## src/sv/dercu_pkg.sv

```systemverilog
// ----------------------------------------------------------------------------
// dercu_pkg
// Shared types and constants of the data EEPROM register controller.
// ----------------------------------------------------------------------------
package dercu_pkg;

    // Storage geometry (MEM_DEPTH must be a power of two, 16 to 1024)
    localparam int MEM_DEPTH = 1024;
    localparam int IDX_W     = $clog2(MEM_DEPTH);
    localparam int ADDR_W    = 10;

    typedef logic [IDX_W-1:0] idx_t;
    localparam idx_t IDX_LAST = idx_t'(MEM_DEPTH - 1);

    // Input modes
    localparam logic [1:0] MODE_READ  = 2'd0;
    localparam logic [1:0] MODE_WRITE = 2'd1;
    localparam logic [1:0] MODE_TICK  = 2'd2;

    // Register selects
    localparam logic [2:0] SEL_ADDRL  = 3'd0;
    localparam logic [2:0] SEL_ADDRH  = 3'd1;
    localparam logic [2:0] SEL_DATA   = 3'd2;
    localparam logic [2:0] SEL_CTRL   = 3'd3;
    localparam logic [2:0] SEL_UNLOCK = 3'd4;

    // Classified operations
    localparam logic [3:0] OP_NOP       = 4'd0;
    localparam logic [3:0] OP_RD_ADDRL  = 4'd1;
    localparam logic [3:0] OP_RD_ADDRH  = 4'd2;
    localparam logic [3:0] OP_RD_DATA   = 4'd3;
    localparam logic [3:0] OP_RD_CTRL   = 4'd4;
    localparam logic [3:0] OP_WR_ADDRL  = 4'd5;
    localparam logic [3:0] OP_WR_ADDRH  = 4'd6;
    localparam logic [3:0] OP_WR_DATA   = 4'd7;
    localparam logic [3:0] OP_WR_CTRL   = 4'd8;
    localparam logic [3:0] OP_WR_UNLOCK = 4'd9;
    localparam logic [3:0] OP_TICK      = 4'd10;

    // Control register bits
    localparam int CTL_PGD = 7;
    localparam int CTL_CFG = 6;
    localparam int CTL_WEN = 2;
    localparam int CTL_WR  = 1;
    localparam int CTL_RD  = 0;
    localparam logic [7:0] CTL_KEEP_MASK = 8'hC4;

    // Unlock tracking
    localparam logic [7:0] UNLOCK_KEY1 = 8'h55;
    localparam logic [7:0] UNLOCK_KEY2 = 8'hAA;
    localparam logic [1:0] ULK_LOCKED  = 2'd0;
    localparam logic [1:0] ULK_KEY1    = 2'd1;
    localparam logic [1:0] ULK_OPEN    = 2'd2;

    localparam logic [7:0]  ERASED_BYTE    = 8'hFF;
    localparam logic [15:0] WR_CYCLES_INIT = 16'd40;

    typedef struct packed {
        logic [3:0] op;
        logic [7:0] wdata;
    } item_t;

endpackage

```

## src/sv/dercu_back.sv

```systemverilog
// ----------------------------------------------------------------------------
// dercu_back
// Execute queued operations on the register file and EEPROM array, erase the
// array after reset, and register each result.
// ----------------------------------------------------------------------------
module dercu_back (
    input  logic                   clk,
    input  logic                   rst_n,
    input  logic                   cfg_we,
    input  logic [15:0]            cfg_wdata,
    input  logic                   q_valid,
    input  dercu_pkg::item_t       q_item,
    output logic                   q_pop,
    output logic                   clearing,
    output logic                   ram_we,
    output dercu_pkg::idx_t        ram_waddr,
    output logic [7:0]             ram_wdata,
    output logic                   ram_re,
    output dercu_pkg::idx_t        ram_raddr,
    input  logic [7:0]             ram_rdata,
    output logic                   out_valid,
    input  logic                   out_ready,
    output logic [7:0]             read_data,
    output logic                   write_busy
);

    logic [15:0]                  wcyc_reg;
    logic [dercu_pkg::ADDR_W-1:0] addr_reg, addr_next;
    logic [7:0]                   data_reg, data_next;
    logic [7:0]                   ctrl_reg, ctrl_next;
    logic [1:0]                   ulk_reg, ulk_next;
    logic [15:0]                  busy_reg, busy_next;
    logic                         rd_pend_reg, rd_pend_next;
    logic                         clr_reg;
    dercu_pkg::idx_t              clr_cnt_reg;
    logic                         out_valid_reg, out_valid_next;
    logic [7:0]                   rdat_reg, rdat_next;
    logic                         wbusy_reg, wbusy_next;

    logic            fire;
    logic [7:0]      data_eff;
    logic [7:0]      v;
    logic            data_space;
    logic            rd_act;
    logic            wr_start;
    dercu_pkg::idx_t idx;

    assign fire     = q_valid && !clr_reg && (!out_valid_reg || out_ready);
    assign q_pop    = fire;
    assign clearing = clr_reg;
    assign idx      = addr_reg[dercu_pkg::IDX_W-1:0];

    // A read strobe issued last cycle lands here; forward the RAM output
    assign data_eff = rd_pend_reg ? ram_rdata : data_reg;

    assign v          = q_item.wdata;
    assign data_space = !v[dercu_pkg::CTL_PGD] && !v[dercu_pkg::CTL_CFG];
    assign rd_act     = fire && (q_item.op == dercu_pkg::OP_WR_CTRL)
                        && v[dercu_pkg::CTL_RD] && data_space;
    assign wr_start   = fire && (q_item.op == dercu_pkg::OP_WR_CTRL)
                        && v[dercu_pkg::CTL_WR] && !ctrl_reg[dercu_pkg::CTL_WR]
                        && (ulk_reg == dercu_pkg::ULK_OPEN)
                        && v[dercu_pkg::CTL_WEN] && data_space;

    always_comb
    begin
        addr_next    = addr_reg;
        data_next    = data_eff;
        ctrl_next    = ctrl_reg;
        ulk_next     = ulk_reg;
        busy_next    = busy_reg;
        rd_pend_next = rd_act;
        rdat_next    = 8'd0;
        if (fire)
        begin
            case (q_item.op)
                dercu_pkg::OP_RD_ADDRL: rdat_next = addr_reg[7:0];
                dercu_pkg::OP_RD_ADDRH: rdat_next = {6'd0, addr_reg[9:8]};
                dercu_pkg::OP_RD_DATA:  rdat_next = data_eff;
                dercu_pkg::OP_RD_CTRL:  rdat_next = ctrl_reg;
                dercu_pkg::OP_WR_ADDRL:
                begin
                    addr_next = {addr_reg[9:8], v};
                    ulk_next  = dercu_pkg::ULK_LOCKED;
                end
                dercu_pkg::OP_WR_ADDRH:
                begin
                    addr_next = {v[1:0], addr_reg[7:0]};
                    ulk_next  = dercu_pkg::ULK_LOCKED;
                end
                dercu_pkg::OP_WR_DATA:
                begin
                    data_next = v;
                    ulk_next  = dercu_pkg::ULK_LOCKED;
                end
                dercu_pkg::OP_WR_CTRL:
                begin
                    ctrl_next = (v & dercu_pkg::CTL_KEEP_MASK)
                                | (ctrl_reg & 8'h02);
                    if (wr_start)
                    begin
                        ctrl_next[dercu_pkg::CTL_WR] = 1'b1;
                        busy_next = (wcyc_reg == 16'd0) ? 16'd1 : wcyc_reg;
                    end
                    ulk_next = dercu_pkg::ULK_LOCKED;
                end
                dercu_pkg::OP_WR_UNLOCK:
                begin
                    if (v == dercu_pkg::UNLOCK_KEY1)
                    begin
                        ulk_next = dercu_pkg::ULK_KEY1;
                    end
                    else if (v == dercu_pkg::UNLOCK_KEY2 && ulk_reg == dercu_pkg::ULK_KEY1)
                    begin
                        ulk_next = dercu_pkg::ULK_OPEN;
                    end
                    else
                    begin
                        ulk_next = dercu_pkg::ULK_LOCKED;
                    end
                end
                dercu_pkg::OP_TICK:
                begin
                    if (busy_reg != 16'd0)
                    begin
                        busy_next = busy_reg - 16'd1;
                        if (busy_reg == 16'd1)
                        begin
                            ctrl_next[dercu_pkg::CTL_WR] = 1'b0;
                        end
                    end
                end
                default: rdat_next = 8'd0;
            endcase
        end
        wbusy_next     = fire ? ctrl_next[dercu_pkg::CTL_WR] : wbusy_reg;
        out_valid_next = fire ? 1'b1 : (out_ready ? 1'b0 : out_valid_reg);
        if (!fire)
        begin
            rdat_next = rdat_reg;
        end
    end

    // RAM port use: erase sweep first, then program writes. A write that starts
    // together with a read strobe stores the byte just read, so drop it.
    always_comb
    begin
        ram_re    = rd_act;
        ram_raddr = idx;
        if (clr_reg)
        begin
            ram_we    = 1'b1;
            ram_waddr = clr_cnt_reg;
            ram_wdata = dercu_pkg::ERASED_BYTE;
        end
        else
        begin
            ram_we    = wr_start && !rd_act;
            ram_waddr = idx;
            ram_wdata = data_eff;
        end
    end

    always_ff @(posedge clk)
    begin
        rdat_reg <= rdat_next;
    end

    always_ff @(posedge clk or negedge rst_n)
    begin
        if (!rst_n)
        begin
            wcyc_reg      <= dercu_pkg::WR_CYCLES_INIT;
            addr_reg      <= '0;
            data_reg      <= 8'd0;
            ctrl_reg      <= 8'd0;
            ulk_reg       <= dercu_pkg::ULK_LOCKED;
            busy_reg      <= 16'd0;
            rd_pend_reg   <= 1'b0;
            clr_reg       <= 1'b1;
            clr_cnt_reg   <= '0;
            out_valid_reg <= 1'b0;
            wbusy_reg     <= 1'b0;
        end
        else
        begin
            if (cfg_we)
            begin
                wcyc_reg <= cfg_wdata;
            end
            addr_reg      <= addr_next;
            data_reg      <= data_next;
            ctrl_reg      <= ctrl_next;
            ulk_reg       <= ulk_next;
            busy_reg      <= busy_next;
            rd_pend_reg   <= rd_pend_next;
            out_valid_reg <= out_valid_next;
            wbusy_reg     <= wbusy_next;
            if (clr_reg)
            begin
                clr_cnt_reg <= clr_cnt_reg + 1'b1;
                if (clr_cnt_reg == dercu_pkg::IDX_LAST)
                begin
                    clr_reg <= 1'b0;
                end
            end
        end
    end

    assign out_valid  = out_valid_reg;
    assign read_data  = rdat_reg;
    assign write_busy = wbusy_reg;

endmodule

```

## config.mk

```make
export PLATFORM = sky130hd
export DESIGN_NAME = dercu_back
export DESIGN_NICKNAME = d
export VERILOG_FILES = /design/src/sv/dercu_pkg.sv /design/src/sv/dercu_back.sv
export SDC_FILE = /design/constraint.sdc
export NUM_CORES = 1
export LEC_CHECK = 0
export BUFFER_PORTS_ARGS = -buffer_cell sky130_fd_sc_hd__buf_2
export CORE_MARGIN = 2
export CORE_UTILIZATION = 40
export CTS_BUF_LIST = sky130_fd_sc_hd__clkbuf_8 sky130_fd_sc_hd__clkbuf_16
export DETAILED_ROUTE_END_ITERATION = 7
export GPL_TIMING_DRIVEN = 0
export HOLD_SLACK_MARGIN = 0.08
export MAX_ROUTING_LAYER = met4
export SYNTH_ARGS = -nofsm -noshare
export SYNTH_HDL_FRONTEND = slang
export SYNTH_SLANG_ARGS = --single-unit
```

## constraint.sdc

```tcl
create_clock -name clk -period 2.7 [get_ports clk]
set_clock_uncertainty 0.15 [all_clocks]
set_input_delay 0.54 -clock clk [delete_from_list [all_inputs] [get_ports clk]]
set_output_delay 0.54 -clock clk [all_outputs]
set_load 0.02 [all_outputs]
```

# Word level (Yosys, flattened, before mapping)
# Index checks and enable logic that the tools add are counted.
[word_totals] ff_bits=82 inputBits=41 wordCells=93
[op_classes] addsub=2 eq_ne=18 mux=25 bitwise_logic=3 reduce_logical=31
[op_table] operator="16-bit two-way mux" n=3
[op_table] operator="8-bit two-way mux" n=4
[op_table] operator="16-bit one-hot mux with 2 select lines" n=1
[op_table] operator="8-bit one-hot mux with 4 select lines" n=1
[op_table] operator="10-bit one-hot mux with 2 select lines" n=1
[op_table] operator="16-bit by 1-bit equality test with 1-bit output (second input constant)" n=1
[op_table] operator="4-bit by 3-bit equality test with 1-bit output (second input constant)" n=4
[op_table] operator="16-bit zero test" n=1
[op_table] operator="16-bit nonzero test" n=1
[op_table] operator="16-bit by 1-bit subtractor with 16-bit output (second input constant)" n=1
[op_table] operator="1-bit logical AND" n=13
[op_table] operator="4-bit equality test (second input constant)" n=3
[op_table] operator="10-bit by 1-bit adder with 10-bit output (second input constant)" n=1
[op_table] operator="10-bit equality test (second input constant)" n=1
[op_table] operator="10-bit two-way mux" n=1
[op_table] operator="1-bit two-way mux" n=9
[op_table] operator="4-bit by 2-bit equality test with 1-bit output (second input constant)" n=2
[op_table] operator="8-bit by 7-bit equality test with 1-bit output (second input constant)" n=1
[op_table] operator="8-bit equality test (second input constant)" n=1
[op_table] operator="8-bit by 2-bit OR with 8-bit output" n=1
[op_table] operator="1-bit zero test" n=6
[op_table] operator="2-bit two-way mux" n=3
[op_table] operator="3-bit AND reduction" n=2
[op_table] operator="2-bit nonzero test" n=3
[op_table] operator="11 further kinds" n=14

# Depth between registers and ports, before layout
# Gate-level depths: netlist of the first run.
[depth] depth_word=12 mapped_depth=8

# Least setup slack after synthesis of the first run
# OpenSTA, ideal clock, no wires.
[synth_path] path_kind="flip-flop to output port" startpoint="reg clr_reg (netlist: clearing)" endpoint="out ram_re" arrival_ps=2078 setup_slack_ps=-68 path_stages_with_launch=7 n_path_buf=1 cell_sequence="dfstp_2 buf_2 nand2b_1 or2_2 inv_2 nand3_1 nor3_1"
[synth_between] elab_chain_len=6
[synth_lines] element="start: declaration" line="dercu_back.sv:34" rtl="logic clr_reg;"
[synth_lines] element="start signal: assignment" line="dercu_back.sv:180" rtl="clr_reg <= 1'b1;"
[synth_lines] element="start signal: assignment" line="dercu_back.sv:204" rtl="clr_reg <= 1'b0;"
[synth_lines] element="1-bit zero test" line="dercu_back.sv:48" rtl="assign fire = q_valid && !clr_reg && (!out_valid_reg || out_ready);"
[synth_lines] element="1-bit logical AND (2 in a row)" line="dercu_back.sv:48"
[synth_lines] element="net q_pop" line="dercu_back.sv:13" rtl="output logic q_pop,"
[synth_lines] element="1-bit logical AND" line="dercu_back.sv:58" rtl="assign rd_act = fire && (q_item.op == dercu_pkg::OP_WR_CTRL)"
[synth_lines] element="1-bit logical AND (2 in a row)" line="dercu_back.sv:59" rtl="&& v[dercu_pkg::CTL_RD] && data_space;"
[synth_lines] element="end: declaration" line="dercu_back.sv:18" rtl="output logic ram_re,"
# The timed path passes the listed nets, and every way through them passes these cells.

# Worst setup path in the final report of the first run
[layout_path] startpoint="reg clr_reg (netlist: clearing)" endpoint="out ram_waddr[7]"
[layout_between] elab_chain_len=1
[layout_lines] element="10-bit two-way mux" line="dercu_back.sv:150" rtl="if (clr_reg)"
[layout_lines] element="end: declaration" line="dercu_back.sv:16" rtl="output dercu_pkg::idx_t ram_waddr,"
# No other way between the ends.

==> results of run 1 <==
## power groups by stage
stage	combinational [W]	sequential (W)	clock, W
2_1_floorplan	0.000495	0.00155	0
3_3_place_gp	0.000787	0.00154	0
3_5_place_dp	0.000802	0.00155	0
4_1_cts	0.000812	0.00153	0.000910
5_1_grt	0.000890	0.00155	0.000953
6_report	0.000805	0.00153	0.000890
## final cells by class
class                      instances  share of cell area, %
clock buffer                       9                  2.531
timing repair buffer              83                  9.205
inverter                           4                 0.4602
sequential                        78                  40.78
tap                              133                  3.401
clock inverter                     7                  1.509
multi-input combinational        296                  40.53
buffer                            19                  1.585
## synth_stat cells (2+ instances only)
library cell,count,area [um2]
nand3_1,12,60.06
nand4b_1,2,17.52
buf_2,3,15.01
a21oi_1,20,100.1
nor3_1,16,80.08
o21ai_0,20,100.1
edfxtp_1,8,240.2
nor2b_1,7,43.79
buf_1,2,7.510
dfrtp_1,67,1677
xnor2_1,6,52.55
nor2_1,41,153.9
xor2_1,3,26.28
o21ba_2,2,20.02
nor4_1,8,50.05
o22a_1,8,70.07
nand4_1,6,37.54
and4_1,2,17.52
a211o_1,2,17.52
mux2_2,37,416.7
ha_1,4,50.05
nand2_1,36,135.1
dfstp_2,3,78.83
nand2b_1,13,81.33
o31a_1,2,17.52
clkbuf_1,15,56.30
inv_1,3,11.26
or4_4,2,22.52
or4_1,2,15.01
mux2i_1,6,60.06
a41oi_1,4,35.03
nor3b_1,2,15.01
a211oi_1,3,22.52
or2_2,3,18.77
a22oi_1,4,30.03
a31oi_1,6,37.54
o31ai_1,2,15.01
## metal layers
| metal | GRT usage (%) | vias up | wire, um |
|---|---|---|---|
| met3 | 3.057 | 18 | 479 |
| met2 | 30.07 | 102 | 4633 |
| met1 | 26.36 | 1642 | 4771 |
| met5 | - | - | 0 |
| li1 | - | 1640 | - |
| met4 | 7.048 | 0 | 200 |
## per-stage QoR
stage | hold WS [ns] | setup TNS, ns
finish | 0.2600 | 0
global route | 0.2623 | 0
CTS | 0.2535 | 0
detailed placement | 0.1897 | -0.1301
global placement | 0.3365 | -0.1571
floorplan | 0.09441 | 0
## cell families (layout without fill, tap and decap cells)
logic type | after synthesis | count (layout) | share of synthesized area [%]
XOR/XNOR | 9 | 9 | 1.948
AND/OR/NAND/NOR | 160 | 160 | 20.32
flip-flops | 78 | 78 | 49.32
multiplexers | 43 | 43 | 11.78
AO/OA/AOI/OAI | 80 | 80 | 13.08
adder cells (fa/ha/maj) | 4 | 4 | 1.237
buffers and inverters | 24 | 122 | 2.319
## final timing paths
check | endpoint
worst min register to register | clr_cnt_reg[6]
worst min-delay path | wcyc_reg[3]
worst max register to register | busy_reg[10]
worst max-delay path | ram_waddr[7]
max in group asynchronous | wcyc_reg[3]
min in group asynchronous | data_reg[4]
## repair_timing
action	4_1_cts	5_1_grt
gates resized for setup	8	3
setup endpoints to repair	10	2
hold buffers	1	0
hold endpoints to repair	67	0
pin swaps	0	1
buffers inserted	1	0
==> summary.md, run 1 <==
| Metric | Value |
|---|---|
| Syn avg cell area | `between 10 and 15 um2` |
| Post-synth top flop | `dfrtp_1` |
| GRT Total Usage | `19.54%` |
| Clock power share | `27.6%` |
| Worst R2R Path Depth | `7` |
| Distinct cells, synth | `between 50 and 60` |
| Total gr overflow | `0` |
| Seq pwr share | `47.4%` |
| Clk buf depth | `2` |
| RSZ-0062 raised after global routing | `no` |
| I/O Buffers | `80` |
| Worst-path cell chain | `buf_2 -> buf_2 -> mux2_2 -> buf_2` |
| Leakage | `2.128 nW` |
| Hold Path Stages | `2` |
| Max incr delay on CP | `between 0.5 and 0.6 ns` |
| WP buf/inv | `3` |
| DRT Wirelength | `~10 mm` |
| Max_cap viols | `0` |
| Ys async rst share | `roughly 90%` |
| NetSw | `0.001095 W` |
| R2R Setup Slk | `0.24 ns` |
| Vias/cell | `5.409` |
| Die Span Y | `roughly 100 um` |
| Worst-path clk slew | `0.09 ns` |
| Post-synthesis sequential area ratio | `49.32%` |
| Pre-CTS setup slack | `-0.09349 ns` |
| Initial antenna violation count | `0` |
| DRT Pass-1 Iters | `4` |
| Count of pins over their slew limit | `0` |
| Final min period | `2.590 ns` |
| Worst EP required | `2.01 ns` |
| Pin count of the biggest net entering global routing | `70` |
| # IOs | `between 80 and 90` |
| Slew at the pin closest to its max-slew limit | `0.7888 ns` |
| Comb pwr share | `25.0%` |
| Synth Warn # | `0` |
| Pwr Total | `around 0.0032 W` |
| Finished Layout Cells | `approximately 630` |
| Crit path DAT | `1.90 ns` |
| Crit path from | `clearing` |
| DRT iter0 DRCs | `130` |
| Nets@finish | `roughly 540` |
| Share of post-route cells with drive strength above 1 | `between 30% and 40%` |
| Clock Latency Late Sink | `0.36 ns` |
| Slowest-stage cell, CP | `dfstp_2` |
| CORE AREA | `0.009819 mm2` |
| # diodes | `0` |
| Critical path depth | `4` |
| H-tree levels | `3` |
| Net Sw Frac | `34.00%` |
| #FFs+latches synth | `78` |
| Fin. Hold Viols | `0` |
| Layout filler cell count | `988` |
| Row count | `36` |
| Status | `finished clean` |
| Hold Crit Start | `cfg_wdata[3]` |
| Post-route ant nets | `0` |
| Power per Cell Area | `658.5 mW/mm2` |
| Reg2reg start | `clearing` |
| Gate count of the mapped netlist | `398` |
| Hold crit path type | `in2reg` |
| GPL Wtd Cong | `~0.84` |
| Slew HR | `about 47%` |
| EDFF count, synth | `8` |
| Total die area | `around 0.011 mm2` |
| FMAX | `386.2 MHz` |
| P&R area growth vs syn | `20.93%` |
| Residual DRC | `0` |
| Critical path endpoint category | `output pin` |
| Cell repeated most along the worst path | `buf_2` |
| Mapped Area | `0.004046 mm2` |
| Crit path kind | `reg2out` |
| First-pass GRT wire length | `about 17 mm` |
| P_int | `0.002127 W` |
| Total CTS buffers | `9` |
| Synthesized Nets | `443` |
| Most frequent cells in the layout | `buf_2, dfrtp_1, nor2_1` |
| Post-DP Area | `~0.0046 mm2` |
| Number of global-route vias before repair | `3320` |
| Critical Path Fanout Max | `10` |
| # placed instances | `612` |
| Hpwl dp | `7.440 mm` |
| Vias | `around 3400` |
| Initial Util | `41.21%` |
| CTS tree | `done` |
| Multi-input gate area | `0.001983 mm2` |
| Fin worst setup slack | `0.1104 ns` |
| Chip width | `104.6 um` |
| Crit path launch type | `register` |
| Final Cycle Share | `95.91%` |
| Post-DR wirelength/cell | `16.03 um` |
| Most common cell after layout, fill and taps aside | `buf_2` |
| Root buf cell | `clkbuf_8` |
| Layout Utilization | `between 40% and 50%` |
| Endpoints failing setup | `0` |
| Worst vdd ir | `289.8 uV` |
| Clock Sinks | `78` |
| Crit-path leading delay family | `buffers and inverters` |
| Reg area | `0.001996 mm2` |
| Post-route cell area | `approximately 0.0049 mm2` |
(Power assumes the default switching activity.)
==> run 2: changes to the inputs <==
CORE_UTILIZATION = 50   (was 40)
PLACE_DENSITY = 0.74   (was unset)
==> run 2 against run 1 <==
Against the previous run:
- first-iteration DRC count rose by 48%
- combinational power increased by 0.6%
- power shrank 0.12%
- critical path depth increased by 3
- sequential power about the same
- sequential cell count stayed put
- final area is 1.5% lower
- sequential share of layout area rose by 0.62 points
- non-clock buffer count is 1 lower
- via count rose by 2.9%
- die area shrank 19%
- largest cell class unchanged
- largest power group unchanged
==> summary.md, run 2 (synthesis results as in run 1) <==
| Metric | Value |
|---|---|
| Max incr delay on CP | `0.37 ns` |
| Total gr overflow | `0` |
| # hold bufs at CTS | `0` |
| Root buf cell | `clkbuf_8` |
| Worst-path cell chain | `buf_2 -> nand2b_1 -> or2_4 -> inv_8 -> nand3_4 -> o21bai_1 -> buf_4` |
| Fin. Hold Viols | `0` |
| Worst vdd ir | `338.7 uV` |
| Clock Latency Late Sink | `0.36 ns` |
| Total CTS buffers | `9` |
| Most common cell after layout, fill and taps aside | `buf_2` |
| Endpoints failing setup | `0` |
| Clk buf depth | `2` |
| Layout filler cell count | `682` |
| CORE AREA | `0.007767 mm2` |
| Critical path endpoint category | `output pin` |
| Most frequent cells in the layout | `buf_2, dfrtp_1, nor2_1` |
| Number of global-route vias before repair | `3382` |
| Pin count of the biggest net entering global routing | `between 70 and 80` |
| Pwr Total | `0.003218 W` |
| WP buf/inv | `3` |
| Pre-CTS setup slack | `-0.08173 ns` |
| Total die area | `just under 0.009 mm2` |
| Crit path DAT | `1.92 ns` |
| DRT iter0 DRCs | `193` |
| Status | `finished clean` |
| # diodes | `0` |
| I/O Buffers | `80` |
| Count of pins over their slew limit | `0` |
| GPL Wtd Cong | `0.9428` |
| Power per Cell Area | `about 670 mW/mm2` |
| Die Span Y | `93.96 um` |
| Crit-path leading delay family | `simple AND/OR/NAND/NOR gates` |
| First-pass GRT wire length | `16.70 mm` |
| Net Sw Frac | `33.95%` |
| Post-route ant nets | `0` |
| Initial antenna violation count | `0` |
| # IOs | `83` |
| Crit path kind | `reg2out` |
| Seq pwr share | `a little under half` |
| Clock power share | `a little over a quarter` |
| Vias | `3501` |
| NetSw | `0.001093 W` |
| Final min period | `2.609 ns` |
| Hold crit path type | `in2async` |
| Post-DP Area | `0.004582 mm2` |
| Nets@finish | `535` |
| GRT Total Usage | `24.83%` |
| Crit path launch type | `register` |
| Worst EP required | `2.01 ns` |
| RSZ-0062 raised after global routing | `no` |
| Max_cap viols | `0` |
| Clock Sinks | `just under 80` |
| Post-DR wirelength/cell | `between 15 and 20 um` |
| Critical Path Fanout Max | `9` |
| Share of post-route cells with drive strength above 1 | `31.92%` |
| Slew HR | `39.74%` |
| Row count | `32` |
| H-tree levels | `3` |
| Initial Util | `52.09%` |
| P_int | `0.002125 W` |
| Hpwl dp | `a little over 7 mm` |
| Final Cycle Share | `96.63%` |
| CTS tree | `done` |
| Worst-path clk slew | `0.08 ns` |
| Fin worst setup slack | `0.09110 ns` |
| Leakage | `2.121 nW` |
| Vias/cell | `roughly 5.9` |
| P&R area growth vs syn | `19.11%` |
| Slew at the pin closest to its max-slew limit | `around 0.9 ns` |
| Slowest-stage cell, CP | `dfstp_2` |
| Post-route cell area | `0.004820 mm2` |
| Residual DRC | `0` |
| Chip width | `93.96 um` |
| DRT Pass-1 Iters | `4` |
| FMAX | `383.3 MHz` |
| DRT Wirelength | `around 10 mm` |
| Comb pwr share | `25.2%` |
## run 2: through the flow
| stage | util, % | cells | hold slack, ns | setup TNS [ns] |
|---|---|---|---|---|
| after floorplan | - | 398 | 0.09441 | 0 |
| after global placement | 58.96 | 580 | 0.3360 | -0.06557 |
| after detailed placement | 58.99 | 580 | 0.3336 | -0.1416 |
| after CTS | 61.94 | 597 | 0.1880 | 0 |
| after global routing | 62.05 | 597 | 0.2228 | 0 |
| final | 62.05 | 597 | 0.1590 | 0 |
## run 2: timing repair
| item | in CTS | in global routing |
|---|---|---|
| endpoints found under the setup margin | 10 | 4 |
| endpoints found under the hold margin | 0 | 0 |
| pin swaps | 2 | 1 |
| resized for setup | 8 | 3 |
| setup buffers | 2 | 0 |
## run 2: area by class of cell
class | count | area [um2] | area share (%)
clock buffer | 9 | 123.9 | 2.570
clock inverter | 7 | 72.57 | 1.506
sequential | 78 | 1996 | 41.41
buffer | 19 | 77.57 | 1.610
tap | 102 | 127.6 | 2.648
timing repair buffer | 82 | 422.9 | 8.775
inverter | 4 | 22.52 | 0.4673
multi-input combinational | 296 | 1977 | 41.02
## run 2: final timing paths
check | startpoint | endpoint | slack [ns] | cells past startpoint
max reg2reg | clearing | data_reg[2] | 0.26 | 10
max | clearing | ram_we | 0.09 | 7
min | rst_n | clr_cnt_reg[8] | 0.16 | 1
min in group clk | cfg_wdata[7] | wcyc_reg[7] | 0.26 | 2
min reg2reg | clr_cnt_reg[6] | clr_cnt_reg[6] | 0.34 | 1
max in group asynchronous | rst_n | ctrl_reg[2] | 1.65 | 1
## run 2: power by group through the flow
stage / sequential, W / clock [W] / combinational, W
floorplan: 0.00155 / 0 / 0.000495
global placement: 0.00154 / 0 / 0.000777
detailed placement: 0.00155 / 0 / 0.000799
CTS: 0.00152 / 0.000899 / 0.000810
global route: 0.00155 / 0.000954 / 0.000893
finish: 0.00153 / 0.000878 / 0.000810
## run 2: per-layer routing
layer,wire length (um),track usage (%),vias up,part of all wire [%]
li1,-,-,1635,-
met1,4452,32.47,1706,44
met2,4904,38.93,144,48
met3,662,4.896,16,6.5
met4,153,8.696,0,1.5
met5,0,-,-,0
