--- src/sv/dercu_pkg.sv ---
// ----------------------------------------------------------------------------
// dercu_pkg
// Shared types and constants of the data EEPROM register controller.
// ----------------------------------------------------------------------------
package dercu_pkg;

    // Storage geometry (MEM_DEPTH must be a power of two, 16 to 1024)
    localparam int MEM_DEPTH = 1024;
    localparam int IDX_W     = $clog2(MEM_DEPTH);
    localparam int ADDR_W    = 10;

    typedef logic [IDX_W-1:0] idx_t;
    localparam idx_t IDX_LAST = idx_t'(MEM_DEPTH - 1);

    // Input modes
    localparam logic [1:0] MODE_READ  = 2'd0;
    localparam logic [1:0] MODE_WRITE = 2'd1;
    localparam logic [1:0] MODE_TICK  = 2'd2;

    // Register selects
    localparam logic [2:0] SEL_ADDRL  = 3'd0;
    localparam logic [2:0] SEL_ADDRH  = 3'd1;
    localparam logic [2:0] SEL_DATA   = 3'd2;
    localparam logic [2:0] SEL_CTRL   = 3'd3;
    localparam logic [2:0] SEL_UNLOCK = 3'd4;

    // Classified operations
    localparam logic [3:0] OP_NOP       = 4'd0;
    localparam logic [3:0] OP_RD_ADDRL  = 4'd1;
    localparam logic [3:0] OP_RD_ADDRH  = 4'd2;
    localparam logic [3:0] OP_RD_DATA   = 4'd3;
    localparam logic [3:0] OP_RD_CTRL   = 4'd4;
    localparam logic [3:0] OP_WR_ADDRL  = 4'd5;
    localparam logic [3:0] OP_WR_ADDRH  = 4'd6;
    localparam logic [3:0] OP_WR_DATA   = 4'd7;
    localparam logic [3:0] OP_WR_CTRL   = 4'd8;
    localparam logic [3:0] OP_WR_UNLOCK = 4'd9;
    localparam logic [3:0] OP_TICK      = 4'd10;

    // Control register bits
    localparam int CTL_PGD = 7;
    localparam int CTL_CFG = 6;
    localparam int CTL_WEN = 2;
    localparam int CTL_WR  = 1;
    localparam int CTL_RD  = 0;
    localparam logic [7:0] CTL_KEEP_MASK = 8'hC4;

    // Unlock tracking
    localparam logic [7:0] UNLOCK_KEY1 = 8'h55;
    localparam logic [7:0] UNLOCK_KEY2 = 8'hAA;
    localparam logic [1:0] ULK_LOCKED  = 2'd0;
    localparam logic [1:0] ULK_KEY1    = 2'd1;
    localparam logic [1:0] ULK_OPEN    = 2'd2;

    localparam logic [7:0]  ERASED_BYTE    = 8'hFF;
    localparam logic [15:0] WR_CYCLES_INIT = 16'd40;

    typedef struct packed {
        logic [3:0] op;
        logic [7:0] wdata;
    } item_t;

endpackage

--- src/sv/dercu_front.sv ---
// ----------------------------------------------------------------------------
// dercu_front
// Accept bus items, decode them into operations and queue them (two deep).
// ----------------------------------------------------------------------------
module dercu_front (
    input  logic              clk,
    input  logic              rst_n,
    input  logic              in_valid,
    output logic              in_ready,
    input  logic [1:0]        mode,
    input  logic [2:0]        reg_sel,
    input  logic [7:0]        write_data,
    input  logic              hold,
    output logic              q_valid,
    output dercu_pkg::item_t  q_item,
    input  logic              q_pop
);

    dercu_pkg::item_t ent_reg [2];
    logic             wr_ptr_reg, wr_ptr_next;
    logic             rd_ptr_reg, rd_ptr_next;
    logic [1:0]       cnt_reg, cnt_next;
    dercu_pkg::item_t dec_item;
    logic             push;

    // Decode mode and select into one operation code
    always_comb
    begin
        dec_item.op    = dercu_pkg::OP_NOP;
        dec_item.wdata = write_data;
        case (mode)
            dercu_pkg::MODE_READ:
            begin
                case (reg_sel)
                    dercu_pkg::SEL_ADDRL: dec_item.op = dercu_pkg::OP_RD_ADDRL;
                    dercu_pkg::SEL_ADDRH: dec_item.op = dercu_pkg::OP_RD_ADDRH;
                    dercu_pkg::SEL_DATA:  dec_item.op = dercu_pkg::OP_RD_DATA;
                    dercu_pkg::SEL_CTRL:  dec_item.op = dercu_pkg::OP_RD_CTRL;
                    default:              dec_item.op = dercu_pkg::OP_NOP;
                endcase
            end
            dercu_pkg::MODE_WRITE:
            begin
                case (reg_sel)
                    dercu_pkg::SEL_ADDRL:  dec_item.op = dercu_pkg::OP_WR_ADDRL;
                    dercu_pkg::SEL_ADDRH:  dec_item.op = dercu_pkg::OP_WR_ADDRH;
                    dercu_pkg::SEL_DATA:   dec_item.op = dercu_pkg::OP_WR_DATA;
                    dercu_pkg::SEL_CTRL:   dec_item.op = dercu_pkg::OP_WR_CTRL;
                    dercu_pkg::SEL_UNLOCK: dec_item.op = dercu_pkg::OP_WR_UNLOCK;
                    default:               dec_item.op = dercu_pkg::OP_NOP;
                endcase
            end
            dercu_pkg::MODE_TICK: dec_item.op = dercu_pkg::OP_TICK;
            default:              dec_item.op = dercu_pkg::OP_NOP;
        endcase
    end

    assign in_ready = (cnt_reg != 2'd2) && !hold;
    assign push     = in_valid && in_ready;
    assign q_valid  = (cnt_reg != 2'd0);
    assign q_item   = ent_reg[rd_ptr_reg];

    always_comb
    begin
        wr_ptr_next = push  ? ~wr_ptr_reg : wr_ptr_reg;
        rd_ptr_next = q_pop ? ~rd_ptr_reg : rd_ptr_reg;
        cnt_next    = cnt_reg + {1'b0, push} - {1'b0, q_pop};
    end

    always_ff @(posedge clk)
    begin
        if (push)
        begin
            ent_reg[wr_ptr_reg] <= dec_item;
        end
    end

    always_ff @(posedge clk or negedge rst_n)
    begin
        if (!rst_n)
        begin
            wr_ptr_reg <= 1'b0;
            rd_ptr_reg <= 1'b0;
            cnt_reg    <= 2'd0;
        end
        else
        begin
            wr_ptr_reg <= wr_ptr_next;
            rd_ptr_reg <= rd_ptr_next;
            cnt_reg    <= cnt_next;
        end
    end

endmodule

--- config.mk ---
export PLATFORM = sky130hd
export DESIGN_NAME = dercu_front
export DESIGN_NICKNAME = d
export VERILOG_FILES = /design/src/sv/dercu_pkg.sv /design/src/sv/dercu_front.sv
export SDC_FILE = /design/constraint.sdc
export NUM_CORES = 1
export LEC_CHECK = 0
export BUFFER_PORTS_ARGS = -buffer_cell sky130_fd_sc_hd__buf_2
export CORE_MARGIN = 4
export CORE_UTILIZATION = 50
export CTS_CLUSTER_SIZE = 24
export DETAILED_ROUTE_END_ITERATION = 8
export GPL_ROUTABILITY_DRIVEN = 0
export HOLD_SLACK_MARGIN = 0.02
export PLACE_DENSITY_LB_ADDON = 0.1
export SLEW_MARGIN = 40
export SYNTH_ARGS = -nofsm -noshare
export SYNTH_HDL_FRONTEND = slang
export SYNTH_SLANG_ARGS = --single-unit
--- constraint.sdc ---
create_clock -name clk -period 1.7 [get_ports clk]
set_input_delay 0 -clock clk [delete_from_list [all_inputs] [get_ports clk]]
set_output_delay 0 -clock clk [all_outputs]
set_load 0.005 [all_outputs]
After elaboration in Yosys (flattened, before gate mapping)
Memories as Yosys holds them, arrays and structs flattened. Cells that the tools add are included.

RAM bits: 24. Register bits after elaboration: 4. Output and inout port bits: 14. Logic and storage cells: 26. Memories: 1. Bits of input ports: 18.

Mux-type cells: 5. Eq/ne operators: 7. Reductions and logical operators: 6. Bitwise logic cells: 2. $add $sub $neg: 2.

Memory list: ent_reg (words 2, width 12, rd ports 1, clocked after memory_dff 0, write ports 1, line dercu_front.sv:19) `dercu_pkg::item_t ent_reg [2];`.

Operator list (count): one-hot mux 4 bit (5 select lines) (1); one-hot mux 3 bit (4 select lines) (1); one-hot mux 4 bit (3 select lines) (1); equality test 3 x 2 -> 1 bit (second input constant) (2); equality test 3 x 1 -> 1 bit (second input constant) (1); equality test 3 bit (second input constant) (1); logical NOT 3 bit (1); adder 2 x 1 -> 2 bit (1); equality test 2 x 1 -> 1 bit (second input constant) (1); equality test 2 bit (second input constant) (1); logical AND 1 bit (2); logical NOT 2 bit (1); two-way mux 1 bit (2); != test 2 bit (second input constant) (1); NOT 1 bit (2); nonzero test 2 bit (1); subtractor 2 x 1 -> 2 bit (1); logical NOT 1 bit (1).

Depth between registers and ports, before layout
Gate-level depths: netlist (run 1).

Depth in word-level cells: 5. Mapped depth: 7. Depth with buffers taken out: 7.

Worst setup path before layout (run 1)
OpenSTA, ideal clock, no wires.

Kind: register -> register. Start: reg cnt_reg[1]. End: mem ent_reg[0][0] in the netlist's numbering, enable pin. Path buffers: 0. Setup slack: 0.214 ns. Stages on the path, launching flop included: 4. Data arrival time: 1.106 ns. Setup time: 0.380 ns. Clock period less this slack: 1.486 ns. Required time: 1.320 ns. Cells stage by stage: dfrtp_1 > inv_2 > o211ai_4 > nor2_1.

Longest elaborated chain between the ends: 5.

RTL lines: from (decl) (line dercu_front.sv:22) `logic [1:0] cnt_reg, cnt_next;`; from (signal assigned) (line dercu_front.sv:90) `cnt_reg <= cnt_next;`; != test 2 bit (line dercu_front.sv:58) `assign in_ready = (cnt_reg != 2'd2) && !hold;`; logical AND 1 bit (line dercu_front.sv:58); logical AND 1 bit (line dercu_front.sv:59) `assign push = in_valid && in_ready;`; two-way mux 1 bit (line dercu_front.sv:72) `if (push)`; two-way mux 1 bit (implied by the code) (line dercu_front.sv:74) `ent_reg[wr_ptr_reg] <= dec_item;`; to (decl) (line dercu_front.sv:19).

Every way passes these cells.

==> PnR_summary.wiki, run 1 <==
{| class="wikitable"
! Metric !! Value
|-
| Clk pwr share || 0.168
|-
| Met2 routing resource usage after global routing || 0.242
|-
| Cell Rows || 17
|-
| Core occupancy in the finished layout || 0.698
|-
| Clk sink count || 28
|-
| Kind of capture point of the worst setup path || output port
|-
| Total power draw || 1830 uW
|-
| Number of hold buffers added after cts || 15
|-
| Final WS setup || approximately 0.14 ns
|-
| Final-layout setup total negative slack || 0 ns
|-
| Leakage || 0.000616 uW
|-
| Met3 layer usage reported by global route || 0.0255
|-
| Number of resized instances in the post-cts repair step || 0
|-
| Number of ports placed on the die boundary || 32
|-
| Final clock skew || 0.00125 ns
|-
| Type of the worst setup path || flop to output port
|-
| Part of the power in combinational logic || 0.288
|-
| Busiest layer in global routing || met2
|-
| Count of buffers from port buffering || 31
|-
| Compound-cell area share of the yosys netlist || 0.0473
|-
| Worst-case register-to-register setup slack || roughly 0.2 ns
|-
| Endpoints failing setup || 0
|-
| Number of global-route vias before repair || 780
|-
| Maximum frequency from static timing analysis || 640 MHz
|-
| Drt first-iter violations || 2
|-
| Post-route DRC || 0
|-
| TritonRoute pass-1 iters || 3
|-
| Period minus WS final || 1.56 ns
|-
| Area share of and/or/nand/nor cells after synthesis || 0.0419
|-
| Final net count || 140
|-
| Sequential fraction of the synthesis area || 0.705
|-
| Overall routing resource usage || 0.129
|-
| Yosys cell types || 20
|-
| Number of buffers inserted during clock tree synthesis || 3
|-
| Final non-filler cell total || 147
|-
| DR vias || 712
|-
| Chip Width || 56.2 um
|-
| Setup WS pre-CTS || between 0.2 and 0.25 ns
|-
| XOR/XNOR share of the synthesized area || 0.0452
|-
| Final hold violation count || 0
|-
| Switching power || 503 uW
|-
| R2r endpoint || wr_ptr_reg
|-
| Clock edge transition at the registers on the reported setup and hold paths || 0.14 ns
|-
| Post-detailed-route count of antenna-violating nets || 0
|-
| End of the worst hold path || ent_reg[0][10]
|-
| Worst Max-Slew Pin Slew || ~0.56 ns
|-
| Worst reg2reg startpoint || cnt_reg[1]
|-
| Number of max-cap violations || 0
|-
| Yosys top cell by area || edfxtp_1
|-
| Max IR drop VDD || 0.883 mV
|-
| Count of cells along the worst register-to-register path || 4
|-
| Post-Syn Nets || 88
|-
| Mux share of post-synthesis cell area || 0.116
|-
| Post-detailed-placement half-perimeter wirelength || 1.35 mm
|-
| Final Slew Violations || 0
|-
| Clock root buffer master || clkbuf_4
|-
| Initial Utilization || 0.526
|-
| Area delta synth->final || 32.7%
|-
| DP Cell Count || between 100 and 150
|-
| Number of cells on the worst hold path || 2
|-
| DIE AREA || roughly 3200 um2
|-
| Worst-path fanout max || 13
|-
| CTS H-tree depth || 1
|-
| Classification of the worst-slack hold path || input port to flop
|-
| Mean instance size in the synthesized netlist || ~17 um2
|-
| Slew HR || 0.626
|-
| Area share of fa/ha/maj cells after synthesis || 0.0215
|-
| Share of power burned in registers || 0.544
|-
| Switching share of total power || 0.275
|-
| Synth Register Bits || 28
|-
| Maximum number of pins on one net before global-route repair || 16
|-
| Bufs on Longest Clock Path || 2
|-
| CTS tree || built
|-
| Arr. time, crit path || 1.56 ns
|-
| Area share of the largest cell type after synthesis || 0.619
|-
| Clock network latency to the later pin of the worst-skew pair || between 0.3 and 0.4 ns
|-
| Core area || between 2000 and 2500 um2
|-
| Via density per instance || 4.84
|-
| Yosys Warn Count || 0
|-
| Global-route wire length before repair || between 3 and 4 mm
|-
| Initial antenna violation count || 0
|-
| Drt total wl || 1.94 mm
|-
| Met1 Use GR || 0.139
|-
| Routed wire length per instance || 13.2 um
|-
| Outcome || finished, final reports clean
|-
| Setup repair bufs after CTS || 0
|-
| Height of the die || 56.2 um
|-
| Power Internal || 1320 uW
|-
| Required time of the worst setup path || 1.70 ns
|-
| Largest cells by area after synthesis || edfxtp_1 (62%), mux2_2 (12%), dfrtp_1 (8.6%), xnor2_1 (3.0%), ha_1 (2.2%)
|-
| Largest register FFs || 24
|-
| Dominant combinational cell family by area after synthesis || multiplexers
|-
| Total congestion overflow || 0
|-
| Final worst path period share || 0.919
|-
| Worst setup SP type || flop
|-
| Unrepaired setup endpoints after global routing || false
|-
| Post-synthesis cell area || 1160 um2
|-
| Post-Syn Instances || 68
|-
| Share of cells above drive strength 1 || 0.437
|-
| Antenna fix cells || 0
|-
| Origin of the worst min-delay path || mode[1]
|-
| Power per cell area || between 1000 and 1500 nW/um2
|}
## metal layers
metal  vias to the layer above  part of all wire
li1                        352                 -
met1                       341              0.41
met4                         0            0.0093
met5                         -                 0
met2                        17              0.54
met3                         2             0.044
## cell usage after synthesis (all sizes together)
| cell type | instances |
|---|---|
| a21oi | 1 |
| nand2 | 2 |
| o211ai | 1 |
| edfxtp | 24 |
| nor3 | 1 |
| nor2 | 1 |
| and3 | 1 |
| inv | 4 |
| a211oi | 1 |
| nand2b | 4 |
| xnor2 | 4 |
| dfrtp | 4 |
| o31ai | 1 |
| buf | 1 |
| xor2 | 2 |
| ha | 2 |
| o22a | 1 |
| mux2 | 12 |
| o21ai | 1 |
## cells in the final DEF, fill, tap and decap left out
| cell type | count |
|---|---|
| nor2_1 | 1 |
| nor3_1 | 1 |
| nand2b_1 | 4 |
| o211ai_4 | 1 |
| dlygate4sd3_1 | 15 |
| and3_2 | 1 |
| inv_2 | 1 |
| nand2_1 | 2 |
| mux2_2 | 12 |
| buf_2 | 31 |
| o21ai_1 | 1 |
| xor2_1 | 2 |
| dfrtp_1 | 4 |
| a21oi_1 | 1 |
| edfxtp_1 | 24 |
| o22a_1 | 1 |
| inv_1 | 3 |
| buf_4 | 2 |
| clkbuf_4 | 3 |
| o31ai_1 | 1 |
| ha_1 | 2 |
| xnor2_1 | 4 |
| clkbuf_8 | 1 |
| a211oi_1 | 1 |
## critical path, cell delays in order (launching register included)
cell and delay, ns:
dfrtp_1 0.72, mux2_2 0.40, buf_2 0.13
## metrics by stage
stage | hold slack [ns] | instance area (um2)
2_1_floorplan | -0.296 | 1160
3_3_place_gp | -0.188 | 1360
3_5_place_dp | -0.189 | 1360
4_1_cts | 0.0276 | 1540
5_1_grt | 0.0240 | 1540
6_report | 0.0383 | 1540
## power groups by stage
stage / combinational [uW] / sequential, uW / clock [uW]
finish: 526 / 994 / 308
detailed placement: 500 / 1010 / 0
global route: 587 / 1010 / 340
CTS: 533 / 994 / 320
global placement: 492 / 1010 / 0
floorplan: 368 / 951 / 0
## worst max path at each step
stage / startpoint / end / slack [ns] / cells after the start
floorplan: cnt_reg[1] / ent_reg[0][0] / 0.21 / 3
global placement: cnt_reg[1] / cnt_reg[1] / 0.27 / 7
detailed placement: cnt_reg[1] / cnt_reg[1] / 0.24 / 7
CTS: rd_ptr_reg / q_item[0] / 0.11 / 2
global route: rd_ptr_reg / q_item[11] / 0.06 / 2
finish: rd_ptr_reg / q_item[0] / 0.14 / 2
## layout make-up
class	instances	area (um2)
well taps	28	35.0
flip-flops and latches	28	821
multi-input cells	35	317
inverters	4	15.0
clock buffers	4	36.3
repair buffers	48	320
fillers	165	668
## kinds of logic after synthesis
group	count (synthesis)
xor gates and xnor gates	6
buffers and inverters	5
muxes	12
AOI/OAI and AO/OA	6
and+or+nand+nor	9
DFF	28
adders and majority gates	2
(Power assumes the default switching activity.)
==> run 2, diff against run 1 <==
--- a/config.mk
+++ b/config.mk
@@ -13,6 +13,7 @@
 export GPL_ROUTABILITY_DRIVEN = 0
 export HOLD_SLACK_MARGIN = 0.02
 export PLACE_DENSITY_LB_ADDON = 0.1
+export RECOVER_POWER = 50
 export SLEW_MARGIN = 40
 export SYNTH_ARGS = -nofsm -noshare
 export SYNTH_HDL_FRONTEND = slang
==> PnR_summary.wiki, run 2 (synthesis results as in run 1) <==
{| class="wikitable"
! Metric !! Value
|-
| Outcome || finished, final reports clean
|-
| Height of the die || 56.2 um
|-
| Type of the worst setup path || flop to output port
|-
| Antenna fix cells || 0
|-
| Number of global-route vias before repair || 780
|-
| Area delta synth->final || 31.6%
|-
| Initial antenna violation count || 0
|-
| DR vias || ~730
|-
| Post-detailed-route count of antenna-violating nets || 0
|-
| Routed wire length per instance || 13.2 um
|-
| Bufs on Longest Clock Path || 2
|-
| Total power draw || 1820 uW
|-
| Sequential standard cell area || 821 um2
|-
| Switching share of total power || 0.277
|-
| Endpoints failing setup || 0
|-
| Count of buffers from port buffering || 31
|-
| Arr. time, crit path || between 1.5 and 2 ns
|-
| CTS tree || built
|-
| Worst setup SP type || flop
|-
| Core occupancy in the finished layout || 0.692
|-
| Clock root buffer master || clkbuf_4
|-
| Unrepaired setup endpoints after global routing || false
|-
| Period minus WS final || 1.57 ns
|-
| Post-detailed-placement half-perimeter wirelength || 1.35 mm
|-
| Core area || 2210 um2
|-
| Chip Width || 56.2 um
|-
| Max IR drop VDD || 0.876 mV
|-
| TritonRoute pass-1 iters || 1
|-
| Switching power || around 500 uW
|-
| Clock edge transition at the registers on the reported setup and hold paths || between 0.1 and 0.15 ns
|-
| Largest register FFs || 24
|-
| Final Slew Violations || 0
|-
| Maximum number of pins on one net before global-route repair || 16
|-
| Cell Rows || 17
|-
| Overall routing resource usage || 0.129
|-
| Final clock skew || 0.00175 ns
|-
| Slew HR || 0.617
|-
| Clk pwr share || 0.170
|-
| Commonest non-fill, non-tap cell in the layout || buf_2
|-
| Classification of the worst-slack hold path || input port to flop
|-
| Highest-count cells in the layout ignoring fill and taps || buf_2 (26), edfxtp_1 (24), dlygate4sd3_1 (15), mux2_2 (12), clkbuf_1 (6)
|-
| Post-route DRC || 0
|-
| Number of buffers inserted during clock tree synthesis || 3
|-
| CTS H-tree depth || 1
|-
| Final-layout setup total negative slack || 0 ns
|-
| Power per cell area || about 1200 nW/um2
|-
| Number of ports placed on the die boundary || 32
|-
| Final worst path period share || 0.926
|-
| Initial Utilization || 0.526
|-
| Drt total wl || 1.94 mm
|-
| Clock network latency to the later pin of the worst-skew pair || 0.31 ns
|-
| Footprint of the multi-input gates || around 320 um2
|-
| Worst Max-Slew Pin Slew || about 0.57 ns
|-
| Fill cell instance count of the final layout || 170
|-
| Final hold violation count || 0
|-
| Clk sink count || 28
|-
| Worst hold margin || 0.0357 ns
|-
| Via density per instance || 4.96
|-
| Number of max-cap violations || 0
|-
| Kind of capture point of the worst setup path || output port
|-
| DIE AREA || approximately 3200 um2
|-
| Required time of the worst setup path || 1.70 ns
|-
| Worst-path fanout max || 13
|-
| Part of the power in combinational logic || 0.284
|-
| Power Internal || between 1000 and 1500 uW
|-
| Total congestion overflow || 0
|-
| Share of cells above drive strength 1 || 0.378
|-
| Final net count || 140
|-
| Drt first-iter violations || 0
|-
| Global-route wire length before repair || 3.14 mm
|-
| Share of power burned in registers || 0.546
|-
| Maximum frequency from static timing analysis || 635 MHz
|-
| Leakage || 0.000597 uW
|}
[run 2: cell types whose count changed in the layout (fill, tap and decap cells not counted)]
cell	change
o21ai_0	+1
clkbuf_2	+1
clkbuf_1	+6
inv_1	+1
buf_2	-5
buf_4	-2
inv_2	-1
o21ai_1	-1
[run 2: metal layers]
layer | GRT usage | wire [um] | vias to the layer above
li1 | - | - | 353
met1 | 0.139 | 795 | 355
met2 | 0.242 | 1040 | 19
met3 | 0.0255 | 87 | 2
met4 | 0.0542 | 16 | 0
met5 | 0 | 0 | -
[run 2: what timing repair did]
item,in CTS,in global routing
endpoints found under the setup margin,0,0
setup buffers,0,0
gates resized for setup,0,0
endpoints found under the hold margin,24,0
hold buffers,15,0
[run 2: layout make-up]
| class | instances | area share |
|---|---|---|
| multi-input combinational | 35 | 0.207 |
| tap | 28 | 0.0229 |
| inverter | 4 | 0.00980 |
| sequential | 28 | 0.536 |
| clock buffer | 4 | 0.0237 |
| timing repair buffer | 48 | 0.201 |
[run 2: worst max-delay path, cell delays in order (launching register included)]
cell and delay [ns]:
dfrtp_1 0.73, mux2_2 0.40, buf_2 0.13
[run 2: per-stage QoR]
step | std cells | setup slack, ns | area (um2)
detailed placement | 128 | 0.243 | 1360
global placement | 128 | 0.272 | 1360
finish | 147 | 0.126 | 1530
floorplan | 68 | 0.214 | 1160
CTS | 147 | 0.113 | 1540
global route | 147 | 0.0422 | 1530
[run 2: power groups by stage]
stage | registers [uW] | clock network, uW | logic, uW
6_report | 994 | 309 | 516
5_1_grt | 1010 | 340 | 577
4_1_cts | 994 | 320 | 533
3_5_place_dp | 1010 | 0 | 500
3_3_place_gp | 1010 | 0 | 492
2_1_floorplan | 951 | 0 | 368
[run 2: path summary, 6_finish.rpt]
path / startpoint / endpoint / slack [ns] / depth (start not counted)
max in group asynchronous: rst_n / rd_ptr_reg / 0.97 / 3
hold reg to reg: cnt_reg[1] / cnt_reg[1] / 0.52 / 1
setup / recovery: rd_ptr_reg / q_item[0] / 0.13 / 2
hold / removal: mode[1] / ent_reg[0][10] / 0.04 / 2
setup reg to reg: cnt_reg[1] / wr_ptr_reg / 0.19 / 4
min in group asynchronous: rst_n / cnt_reg[1] / 0.56 / 3
==> run 3, diff against run 2 <==
--- a/config.mk
+++ b/config.mk
@@ -5,11 +5,11 @@
 export SDC_FILE = /design/constraint.sdc
 export NUM_CORES = 1
 export LEC_CHECK = 0
-export BUFFER_PORTS_ARGS = -buffer_cell sky130_fd_sc_hd__buf_2
 export CORE_MARGIN = 4
 export CORE_UTILIZATION = 50
 export CTS_CLUSTER_SIZE = 24
 export DETAILED_ROUTE_END_ITERATION = 8
+export DONT_BUFFER_PORTS = 1
 export GPL_ROUTABILITY_DRIVEN = 0
 export HOLD_SLACK_MARGIN = 0.02
 export PLACE_DENSITY_LB_ADDON = 0.1
==> constraint.sdc (replaced) <==
create_clock -name clk -period 1.96 [get_ports clk]
set_input_delay 0 -clock clk [delete_from_list [all_inputs] [get_ports clk]]
set_output_delay 0 -clock clk [all_outputs]
set_load 0.005 [all_outputs]
==> PnR_summary.wiki, run 3 (synthesis results as in run 1) <==
{| class="wikitable"
! Metric !! Value
|-
| Outcome || finished, final reports clean
|-
| Final-layout setup total negative slack || 0 ns
|-
| Unrepaired setup endpoints after global routing || false
|-
| DP Cell Count || 97
|-
| Kind of capture point of the worst setup path || flop
|-
| Classification of the worst-slack hold path || input port to output port
|-
| Arr. time, crit path || 1.79 ns
|-
| Largest register FFs || 24
|-
| Standard cell with the maximum stage delay on the critical path || dfrtp_1
|-
| Final net count || 113
|-
| Cell Rows || 17
|-
| Slew HR || 0.639
|-
| Overall routing resource usage || 0.125
|-
| Maximum frequency from static timing analysis || 643 MHz
|-
| Worst setup SP type || flop
|-
| Drt first-iter violations || 22
|-
| Routed wire length per instance || 15.1 um
|-
| Number of buffers inserted during clock tree synthesis || 3
|-
| Critical Path, Cell by Cell || inv_1, o211ai_1, ha_1, inv_1, ha_1, xnor2_1, xnor2_1
|-
| Stage delay of the slowest cell on the critical path || 0.41 ns
|-
| Power per cell area || 1030 nW/um2
|-
| Highest-count cells in the layout ignoring fill and taps || edfxtp_1 (24), dlygate4sd3_1 (19), mux2_2 (12)
|-
| Number of ports placed on the die boundary || 32
|-
| Kind of cell adding the most delay to the critical path || adder cells
|-
| Core area || 2210 um2
|-
| Final Slew Violations || 0
|-
| CTS H-tree depth || 1
|-
| Post-detailed-placement half-perimeter wirelength || 1.18 mm
|-
| Total congestion overflow || 0
|-
| CTS tree || built
|-
| Clock root buffer master || clkbuf_4
|-
| Share of cells above drive strength 1 || 0.196
|-
| Type of the worst setup path || flop to flop
|-
| Setup repair bufs after CTS || 0
|-
| Initial Utilization || 0.526
|-
| Initial antenna violation count || 0
|-
| Commonest non-fill, non-tap cell in the layout || edfxtp_1
|-
| Clock edge transition at the registers on the reported setup and hold paths || 0.13 ns
|-
| Drt total wl || 1.81 mm
|-
| Clk sink count || 28
|-
| Worst-path fanout max || 3
|-
| Via density per instance || ~5
|-
| Endpoints failing setup || 0
|-
| Final clock skew || 0.00522 ns
|-
| Count of buffers from port buffering || 0
|-
| TritonRoute pass-1 iters || 3
|-
| Final non-filler cell total || 120
|-
| Bufs on Longest Clock Path || 2
|-
| Number of global-route vias before repair || 664
|-
| Chip Width || ~56 um
|-
| DR vias || 617
|-
| Maximum number of pins on one net before global-route repair || 16
|-
| Count of buffering cells on the critical path with inverters included || 2
|-
| Post-route DRC || 0
|-
| Global-route wire length before repair || 3.13 mm
|-
| Number of max-cap violations || 0
|-
| Final worst path period share || 0.794
|-
| Worst Max-Slew Pin Slew || 0.542 ns
|-
| Area delta synth->final || 21.3%
|-
| Antenna fix cells || 0
|-
| DIE AREA || approximately 3200 um2
|-
| Max IR drop VDD || 0.585 mV
|-
| Post-detailed-route count of antenna-violating nets || 0
|-
| Height of the die || around 56 um
|-
| Worst-case register-to-register setup slack || approximately 0.40 ns
|-
| Leakage || 0.000504 uW
|-
| Final hold violation count || 0
|-
| Clock network latency to the later pin of the worst-skew pair || approximately 0.31 ns
|-
| Required time of the worst setup path || 2.20 ns
|-
| Period minus WS final || 1.56 ns
|}
-- run 3: cell count changes in the layout (fill, tap and decap cells not counted), sizes merged --
cell,previous run,this run
clkbuf,11,5
dlygate4sd3,15,19
buf,26,1
-- run 3: cell type report --
| class | instances | area, um2 |
|---|---|---|
| Clock buffer | 4 | 36.3 |
| Fill cell | 176 | 801 |
| Inverter | 4 | 15.0 |
| Multi-Input combinational cell | 35 | 303 |
| Sequential cell | 28 | 821 |
| Tap cell | 28 | 35.0 |
| Timing Repair Buffer | 21 | 201 |
-- run 3: power by group --
group          internal [uW]  switching (uW)
sequential               761            89.3
combinational            197             147
clock                    113             152
-- run 3: path summary, 6_finish.rpt --
check,end,cells past startpoint,startpoint
worst min register to register,cnt_reg[1],1,cnt_reg[1]
worst max-delay path,cnt_reg[1],7,cnt_reg[1]
max in group asynchronous,rd_ptr_reg,2,rst_n
min in group asynchronous,cnt_reg[0],2,rst_n
worst min-delay path,in_ready,1,hold
worst max register to register,cnt_reg[1],7,cnt_reg[1]
-- run 3: per-stage QoR --
stage / hold slack (ns) / power [uW] / setup slack, ns / util / instance area, um2
after floorplan: -0.296 / 1140 / 0.474 / - / 1160
after global placement: -0.295 / 1200 / 0.491 / 0.544 / 1200
after detailed placement: -0.296 / 1200 / 0.509 / 0.544 / 1200
after CTS: 0.0351 / 1510 / 0.464 / 0.646 / 1430
after global routing: 0.0428 / 1550 / 0.250 / 0.638 / 1410
final: 0.0379 / 1460 / 0.404 / 0.638 / 1410
-- run 3: worst register-to-register path, stage by stage (launching register included) --
cell and delay, ns:
dfrtp_1 0.41, inv_1 0.07, o211ai_1 0.27, ha_1 0.28, inv_1 0.05, ha_1 0.14
xnor2_1 0.13, xnor2_1 0.13
-- run 3: repair_timing --
item	4_1_cts	5_1_grt
endpoints found under the hold margin	30	0
gates resized for setup	0	0
hold buffers	19	0
endpoints found under the setup margin	0	0
-- run 3: routing by layer --
layer	vias up	track usage	part of all wire	wire [um]
li1	297	-	-	-
met1	301	0.156	0.40	727
met2	17	0.219	0.53	961
met3	2	0.0371	0.059	106
met4	0	0.0203	0.0077	14
met5	-	0	0	0
